## src/sv/assert_macros.svh

```systemverilog
// assertion macros shared by the lux core rtl
`ifndef ASSERT_MACROS_SVH
`define ASSERT_MACROS_SVH

// property holds at every clock edge outside reset
`define ASSERT_HOLDS(lbl, prop, msg) \
   lbl: assert property (@(posedge clock) disable iff (reset) (prop)) else $error(msg);

// when cond holds, prop holds in the next cycle
`define ASSERT_NEXT(lbl, cond, prop, msg) \
   lbl: assert property (@(posedge clock) disable iff (reset) (cond) |=> (prop)) else $error(msg);

`endif

```

## src/sv/lsal_pkg.sv

```systemverilog
// package with widths, register codes and shared types of the lux core
`default_nettype none

package lsal_pkg;

   localparam int COUNT_W    = 16;
   localparam int FS_W       = 20;
   localparam int DIV_W      = 17;
   localparam int CORR_W     = 8;
   localparam int LUX_W      = 28;
   localparam int RANGE_W    = 2;
   localparam int NUM_RANGES = 4;
   localparam int PROD_W     = FS_W + COUNT_W;
   localparam int MUL_A_W    = LUX_W;
   localparam int MUL_B_W    = COUNT_W;
   localparam int MUL_P_W    = MUL_A_W + MUL_B_W;
   localparam int CSR_IDX_W  = 3;
   localparam int CSR_DATA_W = 20;
   localparam int STEP_W     = 6;

   localparam logic [LUX_W-1:0]   LUX_MAX     = 28'hFFF_FFFF;
   localparam logic [RANGE_W-1:0] RANGE_LOW   = 2'd0;
   localparam logic [RANGE_W-1:0] RANGE_TOP   = 2'd3;
   localparam logic [FS_W-1:0]    FS0_RESET   = 20'd1000;
   localparam logic [FS_W-1:0]    FS1_RESET   = 20'd4000;
   localparam logic [FS_W-1:0]    FS2_RESET   = 20'd16000;
   localparam logic [FS_W-1:0]    FS3_RESET   = 20'd64000;
   localparam logic [DIV_W-1:0]   DIV_RESET   = 17'd65536;
   localparam logic [CORR_W-1:0]  CORR_RESET  = 8'd10;
   localparam logic [STEP_W-1:0]  LAST_STEP   = 6'(PROD_W - 1);

   typedef enum logic [CSR_IDX_W-1:0] {
      CSR_FS0     = 3'd0,
      CSR_FS1     = 3'd1,
      CSR_FS2     = 3'd2,
      CSR_FS3     = 3'd3,
      CSR_DIVISOR = 3'd4,
      CSR_CORR    = 3'd5
   } csr_idx_type;

   typedef struct packed {
      logic [NUM_RANGES-1:0][FS_W-1:0] full_scale;
      logic [DIV_W-1:0]                divisor;
      logic [CORR_W-1:0]               corr;
   } lsal_cfg_type;

   typedef struct packed {
      logic busy;
      logic done;
   } div_sts_type;

   // clamp a wide lux value to the result field
   function automatic logic [LUX_W-1:0] sat_lux(input logic [PROD_W-1:0] v);
      logic [LUX_W-1:0] r;
      if (v[PROD_W-1:LUX_W] != '0) begin
         r = LUX_MAX;
      end else begin
         r = v[LUX_W-1:0];
      end
      return r;
   endfunction

endpackage

`default_nettype wire

```

## src/sv/lsal_if.sv

```systemverilog
// request and response channel interfaces of the lux core
`default_nettype none

interface lsal_req_if import lsal_pkg::*; ();
   logic               valid;
   logic               ready;
   logic [COUNT_W-1:0] adc_count;

   modport source (output valid, output adc_count, input ready);
   modport sink   (input valid, input adc_count, output ready);
endinterface

interface lsal_rsp_if import lsal_pkg::*; ();
   logic               valid;
   logic               ready;
   logic               remeasure;
   logic [RANGE_W-1:0] active_range;
   logic [LUX_W-1:0]   lux_report;

   modport source (output valid, output remeasure, output active_range, output lux_report,
                   input ready);
   modport sink   (input valid, input remeasure, input active_range, input lux_report,
                   output ready);
endinterface

`default_nettype wire

```

## src/sv/light_sensor_autorange_lux_core.sv

```systemverilog
// top level of the auto-ranging lux core: sequencer, shared multiplier, divider, csr
//
//   channel   direction  handshake            payload
//   req_ch    in         valid / ready        adc_count
//   rsp_ch    out        valid / ready        remeasure, active_range, lux_report
//   csr_*     in         csr_we (no ready)    csr_index, csr_wdata
//
// a transaction runs the multiply, divide, compare and correction steps; a range change
// skips the correction step and a zero divisor skips the divider
// the serial divider produces one quotient bit per cycle over a 36-bit product
// reset is synchronous and active high; it restores the register defaults and range zero
// a new request transaction is taken while the previous response still waits;
// a stalled response holds the block in its final state until the sink takes it
`default_nettype none
`include "assert_macros.svh"

module light_sensor_autorange_lux_core import lsal_pkg::*; (
   input  wire logic                  clock,
   input  wire logic                  reset,
   lsal_req_if.sink                   req_ch,
   lsal_rsp_if.source                 rsp_ch,
   input  wire logic                  csr_we,
   input  wire logic [CSR_IDX_W-1:0]  csr_index,
   input  wire logic [CSR_DATA_W-1:0] csr_wdata
);

   typedef enum logic [5:0] {
      ST_IDLE = 6'b000001,
      ST_MUL  = 6'b000010,
      ST_DIV  = 6'b000100,
      ST_CMP  = 6'b001000,
      ST_CORR = 6'b010000,
      ST_OUT  = 6'b100000
   } state_type;

   state_type          state_ff, state_in;
   logic [RANGE_W-1:0] range_ff, range_in;
   logic [COUNT_W-1:0] count_ff, count_in;
   logic [LUX_W-1:0]   lux_ff, lux_in;
   logic               res_remeasure_ff, res_remeasure_in;
   logic [LUX_W-1:0]   res_lux_ff, res_lux_in;
   logic               rsp_valid_ff, rsp_valid_in;
   logic               rsp_remeasure_ff, rsp_remeasure_in;
   logic [RANGE_W-1:0] rsp_range_ff, rsp_range_in;
   logic [LUX_W-1:0]   rsp_lux_ff, rsp_lux_in;

   lsal_cfg_type       cfg;
   div_sts_type        div_sts;
   logic [PROD_W-1:0]  div_quo;
   logic               div_start;

   logic [MUL_A_W-1:0] mul_a;
   logic [MUL_B_W-1:0] mul_b;
   logic [MUL_P_W-1:0] mul_p;
   logic [PROD_W-1:0]  prod;

   logic [FS_W-1:0]    fs_cur;
   logic [FS_W-1:0]    fs_below;
   logic               step_up;
   logic               step_down;
   logic               div_by_zero;

   lsal_csr u_csr (
      .clock     (clock),
      .reset     (reset),
      .csr_we    (csr_we),
      .csr_index (csr_index),
      .csr_wdata (csr_wdata),
      .cfg       (cfg)
   );

   // shared multiplier: full scale times count, then lux times window correction
   always_comb begin
      if (state_ff == ST_MUL) begin
         mul_a = {{(MUL_A_W-FS_W){1'b0}}, cfg.full_scale[range_ff]};
         mul_b = count_ff;
      end else begin
         mul_a = lux_ff;
         mul_b = {{(MUL_B_W-CORR_W){1'b0}}, cfg.corr};
      end
   end

   assign mul_p = mul_a * mul_b;
   // both products fit in the lower bits
   assign prod  = mul_p[PROD_W-1:0];

   assign div_by_zero = (cfg.divisor == '0);
   assign div_start   = (state_ff == ST_MUL) && !div_by_zero;

   lsal_div u_div (
      .clock    (clock),
      .reset    (reset),
      .start    (div_start),
      .dividend (prod),
      .divisor  (cfg.divisor),
      .quotient (div_quo),
      .sts      (div_sts)
   );

   // range decision against the current and the next lower full scale
   assign fs_cur    = cfg.full_scale[range_ff];
   assign fs_below  = cfg.full_scale[range_ff - 1'b1];
   assign step_up   = (lux_ff >= {{(LUX_W-FS_W){1'b0}}, fs_cur}) && (range_ff != RANGE_TOP);
   assign step_down = (range_ff != RANGE_LOW) &&
                      (lux_ff < {{(LUX_W-FS_W){1'b0}}, fs_below});

   always_comb begin
      state_in         = state_ff;
      range_in         = range_ff;
      count_in         = count_ff;
      lux_in           = lux_ff;
      res_remeasure_in = res_remeasure_ff;
      res_lux_in       = res_lux_ff;
      rsp_valid_in     = rsp_valid_ff && !rsp_ch.ready;
      rsp_remeasure_in = rsp_remeasure_ff;
      rsp_range_in     = rsp_range_ff;
      rsp_lux_in       = rsp_lux_ff;

      unique case (state_ff)
         ST_IDLE: begin
            if (req_ch.valid) begin
               count_in = req_ch.adc_count;
               state_in = ST_MUL;
            end
         end
         ST_MUL: begin
            // a zero divisor saturates lux without running the divider
            if (div_by_zero) begin
               lux_in   = LUX_MAX;
               state_in = ST_CMP;
            end else begin
               state_in = ST_DIV;
            end
         end
         ST_DIV: begin
            if (div_sts.done) begin
               lux_in   = sat_lux(div_quo);
               state_in = ST_CMP;
            end
         end
         ST_CMP: begin
            priority if (step_up) begin
               range_in         = range_ff + 1'b1;
               res_remeasure_in = 1'b1;
               res_lux_in       = '0;
               state_in         = ST_OUT;
            end else if (step_down) begin
               range_in         = range_ff - 1'b1;
               res_remeasure_in = 1'b1;
               res_lux_in       = '0;
               state_in         = ST_OUT;
            end else begin
               res_remeasure_in = 1'b0;
               state_in         = ST_CORR;
            end
         end
         ST_CORR: begin
            res_lux_in = sat_lux(prod);
            state_in   = ST_OUT;
         end
         ST_OUT: begin
            // hand over once the response register is free or being emptied
            if (!rsp_valid_ff || rsp_ch.ready) begin
               rsp_valid_in     = 1'b1;
               rsp_remeasure_in = res_remeasure_ff;
               rsp_range_in     = range_ff;
               rsp_lux_in       = res_lux_ff;
               state_in         = ST_IDLE;
            end
         end
         default: begin
            state_in = ST_IDLE;
         end
      endcase
   end

   always_ff @(posedge clock) begin
      if (reset) begin
         state_ff     <= ST_IDLE;
         range_ff     <= RANGE_LOW;
         rsp_valid_ff <= 1'b0;
      end else begin
         state_ff     <= state_in;
         range_ff     <= range_in;
         rsp_valid_ff <= rsp_valid_in;
      end
   end

   // payload registers
   always_ff @(posedge clock) begin
      count_ff         <= count_in;
      lux_ff           <= lux_in;
      res_remeasure_ff <= res_remeasure_in;
      res_lux_ff       <= res_lux_in;
      rsp_remeasure_ff <= rsp_remeasure_in;
      rsp_range_ff     <= rsp_range_in;
      rsp_lux_ff       <= rsp_lux_in;
   end

   assign req_ch.ready        = (state_ff == ST_IDLE);
   assign rsp_ch.valid        = rsp_valid_ff;
   assign rsp_ch.remeasure    = rsp_remeasure_ff;
   assign rsp_ch.active_range = rsp_range_ff;
   assign rsp_ch.lux_report   = rsp_lux_ff;

   `ASSERT_HOLDS(a_div_busy_in_div, div_sts.busy |-> (state_ff == ST_DIV),
      "divider busy outside the divide state")
   `ASSERT_HOLDS(a_remeasure_no_lux, (rsp_valid_ff && rsp_remeasure_ff) |-> (rsp_lux_ff == '0),
      "range change response carries a lux value")
   `ASSERT_HOLDS(a_range_single_step,
      (!$past(reset) && (range_ff != $past(range_ff))) |->
      ((range_ff == $past(range_ff) + 1'b1) || (range_ff == $past(range_ff) - 1'b1)),
      "range moved by more than one step")

endmodule

`default_nettype wire

```

## src/sv/lsal_csr.sv

```systemverilog
// configuration register file of the lux core
`default_nettype none

module lsal_csr import lsal_pkg::*; (
   input  wire logic                  clock,
   input  wire logic                  reset,
   input  wire logic                  csr_we,
   input  wire logic [CSR_IDX_W-1:0]  csr_index,
   input  wire logic [CSR_DATA_W-1:0] csr_wdata,
   output lsal_cfg_type               cfg
);

   lsal_cfg_type cfg_ff;
   lsal_cfg_type cfg_in;

   always_comb begin
      cfg_in = cfg_ff;
      if (csr_we) begin
         unique case (csr_idx_type'(csr_index))
            CSR_FS0:     cfg_in.full_scale[0] = csr_wdata[FS_W-1:0];
            CSR_FS1:     cfg_in.full_scale[1] = csr_wdata[FS_W-1:0];
            CSR_FS2:     cfg_in.full_scale[2] = csr_wdata[FS_W-1:0];
            CSR_FS3:     cfg_in.full_scale[3] = csr_wdata[FS_W-1:0];
            CSR_DIVISOR: cfg_in.divisor       = csr_wdata[DIV_W-1:0];
            CSR_CORR:    cfg_in.corr          = csr_wdata[CORR_W-1:0];
            default:     cfg_in = cfg_ff;
         endcase
      end
   end

   always_ff @(posedge clock) begin
      if (reset) begin
         cfg_ff.full_scale[0] <= FS0_RESET;
         cfg_ff.full_scale[1] <= FS1_RESET;
         cfg_ff.full_scale[2] <= FS2_RESET;
         cfg_ff.full_scale[3] <= FS3_RESET;
         cfg_ff.divisor       <= DIV_RESET;
         cfg_ff.corr          <= CORR_RESET;
      end else begin
         cfg_ff <= cfg_in;
      end
   end

   assign cfg = cfg_ff;

endmodule

`default_nettype wire

```

## src/sv/lsal_div.sv

```systemverilog
// restoring divider, one quotient bit per cycle
`default_nettype none
`include "assert_macros.svh"

module lsal_div import lsal_pkg::*; (
   input  wire logic              clock,
   input  wire logic              reset,
   input  wire logic              start,
   input  wire logic [PROD_W-1:0] dividend,
   input  wire logic [DIV_W-1:0]  divisor,
   output logic [PROD_W-1:0]      quotient,
   output div_sts_type            sts
);

   logic [DIV_W-1:0]  rem_ff, rem_in;
   logic [PROD_W-1:0] quo_ff, quo_in;
   logic [DIV_W-1:0]  divisor_ff, divisor_in;
   logic [STEP_W-1:0] step_ff, step_in;
   logic              busy_ff, busy_in;
   logic              done_ff, done_in;

   logic [DIV_W:0]    shifted;
   logic [DIV_W+1:0]  diff;
   logic              fits;

   // partial remainder shifted left with the next dividend bit
   assign shifted = {rem_ff, quo_ff[PROD_W-1]};
   assign diff    = {1'b0, shifted} - {2'b00, divisor_ff};
   assign fits    = !diff[DIV_W+1];

   always_comb begin
      rem_in     = rem_ff;
      quo_in     = quo_ff;
      divisor_in = divisor_ff;
      step_in    = step_ff;
      busy_in    = busy_ff;
      done_in    = 1'b0;
      if (start) begin
         rem_in     = '0;
         quo_in     = dividend;
         divisor_in = divisor;
         step_in    = '0;
         busy_in    = 1'b1;
      end else if (busy_ff) begin
         rem_in  = fits ? diff[DIV_W-1:0] : shifted[DIV_W-1:0];
         quo_in  = {quo_ff[PROD_W-2:0], fits};
         step_in = step_ff + 1'b1;
         if (step_ff == LAST_STEP) begin
            busy_in = 1'b0;
            done_in = 1'b1;
         end
      end
   end

   always_ff @(posedge clock) begin
      if (reset) begin
         busy_ff <= 1'b0;
         done_ff <= 1'b0;
         step_ff <= '0;
      end else begin
         busy_ff <= busy_in;
         done_ff <= done_in;
         step_ff <= step_in;
      end
   end

   always_ff @(posedge clock) begin
      rem_ff     <= rem_in;
      quo_ff     <= quo_in;
      divisor_ff <= divisor_in;
   end

   assign quotient = quo_ff;
   assign sts.busy = busy_ff;
   assign sts.done = done_ff;

   `ASSERT_NEXT(a_div_done_pulse, done_ff, !done_ff, "divider done held longer than one cycle")
   `ASSERT_HOLDS(a_div_no_restart, start |-> !busy_ff, "divider started while still busy")
   `ASSERT_HOLDS(a_div_rem_bound, (busy_ff && divisor_ff != '0) |-> (rem_ff < divisor_ff),
      "partial remainder not below divisor")

endmodule

`default_nettype wire
```

## src/flat_wrapper.sv

```systemverilog
// flat-port wrapper written by rule: the top's interface ports become plain ports
module light_sensor_autorange_lux_core_flat import lsal_pkg::*;
  (clock, reset, csr_we, csr_index, csr_wdata, req_ch_valid, req_ch_adc_count, req_ch_ready, rsp_ch_valid, rsp_ch_remeasure, rsp_ch_active_range, rsp_ch_lux_report, rsp_ch_ready);
  lsal_req_if req_ch_i ();
  lsal_rsp_if rsp_ch_i ();
  input  wire logic clock;
  input  wire logic reset;
  input  wire logic csr_we;
  input  wire logic [CSR_IDX_W-1:0] csr_index;
  input  wire logic [CSR_DATA_W-1:0] csr_wdata;
  input wire logic [$bits(req_ch_i.valid)-1:0] req_ch_valid;
  input wire logic [$bits(req_ch_i.adc_count)-1:0] req_ch_adc_count;
  output wire logic [$bits(req_ch_i.ready)-1:0] req_ch_ready;
  output wire logic [$bits(rsp_ch_i.valid)-1:0] rsp_ch_valid;
  output wire logic [$bits(rsp_ch_i.remeasure)-1:0] rsp_ch_remeasure;
  output wire logic [$bits(rsp_ch_i.active_range)-1:0] rsp_ch_active_range;
  output wire logic [$bits(rsp_ch_i.lux_report)-1:0] rsp_ch_lux_report;
  input wire logic [$bits(rsp_ch_i.ready)-1:0] rsp_ch_ready;
  assign req_ch_i.valid = req_ch_valid;
  assign req_ch_i.adc_count = req_ch_adc_count;
  assign req_ch_ready = req_ch_i.ready;
  assign rsp_ch_valid = rsp_ch_i.valid;
  assign rsp_ch_remeasure = rsp_ch_i.remeasure;
  assign rsp_ch_active_range = rsp_ch_i.active_range;
  assign rsp_ch_lux_report = rsp_ch_i.lux_report;
  assign rsp_ch_i.ready = rsp_ch_ready;
  light_sensor_autorange_lux_core u_core (.clock(clock), .reset(reset), .req_ch(req_ch_i), .rsp_ch(rsp_ch_i), .csr_we(csr_we), .csr_index(csr_index), .csr_wdata(csr_wdata));
endmodule
```

## config.mk

```make
export PLATFORM = sky130hd
export DESIGN_NAME = light_sensor_autorange_lux_core_flat
export DESIGN_NICKNAME = d
export VERILOG_FILES = /design/src/sv/lsal_pkg.sv /design/src/sv/lsal_if.sv /design/src/sv/light_sensor_autorange_lux_core.sv /design/src/sv/lsal_csr.sv /design/src/sv/lsal_div.sv /design/src/flat_wrapper.sv
export VERILOG_INCLUDE_DIRS = /design/src /design/src/sv
export SDC_FILE = /design/constraint.sdc
export NUM_CORES = 2
export LEC_CHECK = 0
export ABC_AREA = 1
export BUFFER_PORTS_ARGS = -buffer_cell sky130_fd_sc_hd__buf_2
export CORE_MARGIN = 2
export CORE_UTILIZATION = 30
export DETAILED_ROUTE_END_ITERATION = 16
export GPL_ROUTABILITY_DRIVEN = 0
export MAX_ROUTING_LAYER = met4
export PLACE_DENSITY_LB_ADDON = 0.3
export SLEW_MARGIN = 20
export SYNTH_ARGS = -nofsm -noshare
export SYNTH_HDL_FRONTEND = slang
export SYNTH_SLANG_ARGS = --single-unit
```

## constraint.sdc

```tcl
create_clock -name clock -period 9.1 [get_ports clock]
set_clock_uncertainty 0.15 [all_clocks]
set_input_delay 0.91 -clock clock [delete_from_list [all_inputs] [get_ports clock]]
set_output_delay 0.91 -clock clock [all_outputs]
set_load 0.05 [all_outputs]
```

==> results.json <==
{
  "yosysWarnings": 0,
  "yosysTopAreaCell": "fa_1",
  "maxSlewHeadroom": 0.305,
  "syn2layout_area_growth_pct": 10.6,
  "postSynthAreaPerCell_um2": 8.13,
  "power.density_mw_per_mm2": 173,
  "num_vias": 21640,
  "critPathKind": "register to register",
  "first_pass_iters": 5,
  "dp_slack_ps": 833,
  "grtUsageMet2": 0.307,
  "cts_buffers": 36,
  "core-area_mm2": 0.0912,
  "vias_per_cell": 4.64,
  "numPortBuffers": 76,
  "final_cell_area_mm2": 0.0304,
  "grt_antenna_before_repair": 1,
  "fillers": 9603,
  "wl_per_cell_um": 17.5,
  "layout_common_cells": "nand2_1, inv_1, nor2_1",
  "min_path_type": "register to register",
  "grt_util_met1": 0.237,
  "startpoint_type": "register",
  "hold_slack_ps": 269,
  "slowest_delay_ps": 630,
  "dpl_cell_area_mm2": 0.0293,
  "tritoncts": "yes",
  "final-setup-viol-count": 0,
  "hold_violations": 0,
  "drt_iter0_markers": 1363,
  "yosys-top-cells-area": "fa_1, edfxtp_1, dfxtp_1",
  "fp.dieH_um": 307,
  "post-route-period-util": 0.926,
  "hpwl_um": 65700,
  "drc": 0,
  "clock_path_buffers": 3,
  "clkTransAtPathRegs_ps": 60,
  "dieWidth_um": 307,
  "root_buffer": "clkbuf_16",
  "rows": 111,
  "grt_usage": 0.183,
  "fin_util": 0.334,
  "slew_viol_final": 0,
  "final_common_cell": "nand2_1",
  "routed_wl_um": 81800,
  "grt_pass1_wl_um": 130000,
  "synth-edff-count": 157,
  "ys_ff_latch": 296,
  "synth_top_area_frac": 0.245,
  "drtAntennaViolNets": 0,
  "crit_arrival_ps": 8600,
  "finalSetupTns_ps": 0,
  "grt_max_degree": 104,
  "ios": 77,
  "total_power_mw": 5.28,
  "stdcell_count": 4668,
  "period_needed_ps": 8430,
  "path_common_cell": "nand2_1",
  "critPathCaptureType": "register",
  "ys_seq_area_frac": 0.272,
  "cts_resized": 0,
  "status": "finished, final reports clean",
  "ir_drop_mv": 0.104,
  "power_leakage_nw": 14.4,
  "initial_core_util": 0.302,
  "diodes": 0,
  "first_global_vias": 22087,
  "gr-total-overflow": 0,
  "synth_ff_type": "edfxtp_1",
  "hold_buffers": 0,
  "setup_ws_ps": 670,
  "busiest_layer": "met2",
  "cts_post_setup_buffers_inserted": 0,
  "clk_latency_ps": 570,
  "nNetsFinal": 3978,
  "cap_violations": 0,
  "clock-sinks": 296,
  "synthCells": 3387,
  "critPathSlowestCell": "nand2_1",
  "tightestPinTransition_ps": 1040,
  "cts_max_level": 2,
  "worstPathMaxFanout": 46,
  "fmax_ghz": 0.119,
  "grt_use_met3": 0.0203,
  "place_inst": 4605,
  "synth.distinct_cells": 57,
  "cp.required_ps": 9270,
  "syn_area_mm2": 0.0275,
  "async_flop_share": 0,
  "rsz0062_at_grt": "no",
  "die_area_mm2": 0.0942,
  "drive_gt1_frac": 0.0899
}
[synthesized netlist by cell type, types with 9 or more instances]
master / number
a21oi_1: 156
buf_2: 26
clkbuf_1: 67
dfxtp_1: 139
edfxtp_1: 157
fa_1: 337
ha_1: 140
inv_1: 638
inv_2: 27
nand2_1: 718
nand2_2: 18
nand3_1: 73
nand3_2: 22
nand4_1: 13
nor2_1: 445
nor3_1: 16
o211ai_1: 9
o21ai_0: 195
o21ai_2: 9
or2_2: 35
xnor2_1: 24
xor2_1: 15
[cell type report]
type / instances / area, um^2 / share of cell area
Multi-Input combinational cell: 2344 / 17100 / 0.563
Clock buffer: 48 / 1050 / 0.0344
Inverter: 669 / 2510 / 0.0825
Timing Repair Buffer: 110 / 636 / 0.0209
Sequential cell: 296 / 7500 / 0.246
Clock inverter: 15 / 141 / 0.00464
Tap cell: 1186 / 1480 / 0.0487
[state kept, by name, indices dropped and copies added (netlist names), 2 cells and up]
signal	flops
u_core.rsp_ch.active_range	2
u_core.lux_ff	28
u_core.state_ff	6
u_core.rsp_ch.lux_report	28
u_core.u_div.divisor_ff	17
u_core.u_csr.cfg	105
u_core.u_div.step_ff	6
u_core.u_div.rem_ff	17
u_core.count_ff	16
u_core.range_ff	2
u_core.u_div.quotient	36
u_core.res_lux_ff	28
[power breakdown]
group	switching (mW)	internal, mW	total, mW
Clock	0.607	0.866	1.47
Combinational	1.53	0.745	2.28
Sequential	0.0529	1.48	1.53
[worst max-delay path: cells and delay by family (launching register included)]
kind | cells | cell delay (ps)
flops | 1 | 320
simple gates | 12 | 2210
buf+inv | 6 | 1110
compound gates | 3 | 730
fa+ha+maj | 7 | 3620
[layer usage]
layer / part of all wire / vias up
met3: 0.044 / 110
met4: 0.023 / 0
met2: 0.48 / 480
met1: 0.45 / 10534
li1: - / 10516
met5: 0 / -
[path summary, 6_finish.rpt]
check | start | to | cells past startpoint | slack, ps
worst min register to register | u_core.res_lux_ff[27]$_SDFFCE_PN0P_ | u_core.rsp_ch.lux_report[27]$_DFFE_PP_ | 0 | 270
worst min-delay path | u_core.res_lux_ff[27]$_SDFFCE_PN0P_ | u_core.rsp_ch.lux_report[27]$_DFFE_PP_ | 0 | 270
worst max register to register | u_core.state_ff[5]$_SDFFE_PP0P_ | u_core.res_lux_ff[2]$_SDFFCE_PN0P_ | 28 | 670
worst max-delay path | u_core.state_ff[5]$_SDFFE_PP0P_ | u_core.res_lux_ff[2]$_SDFFCE_PN0P_ | 28 | 670
[cells by family (layout without fill, tap and decap cells)]
logic type	count (synthesis)	count (layout)	synth area share
DFF	296	296	0.272
AOI/OAI and AO/OA	415	415	0.0851
and+or+nand+nor	1385	1385	0.212
buffers and inverters	773	842	0.109
other	2	28	0.000273
xor gates and xnor gates	39	39	0.0124
adders and majority gates	477	477	0.309
Note: power is estimated with default switching activity, not from simulation.
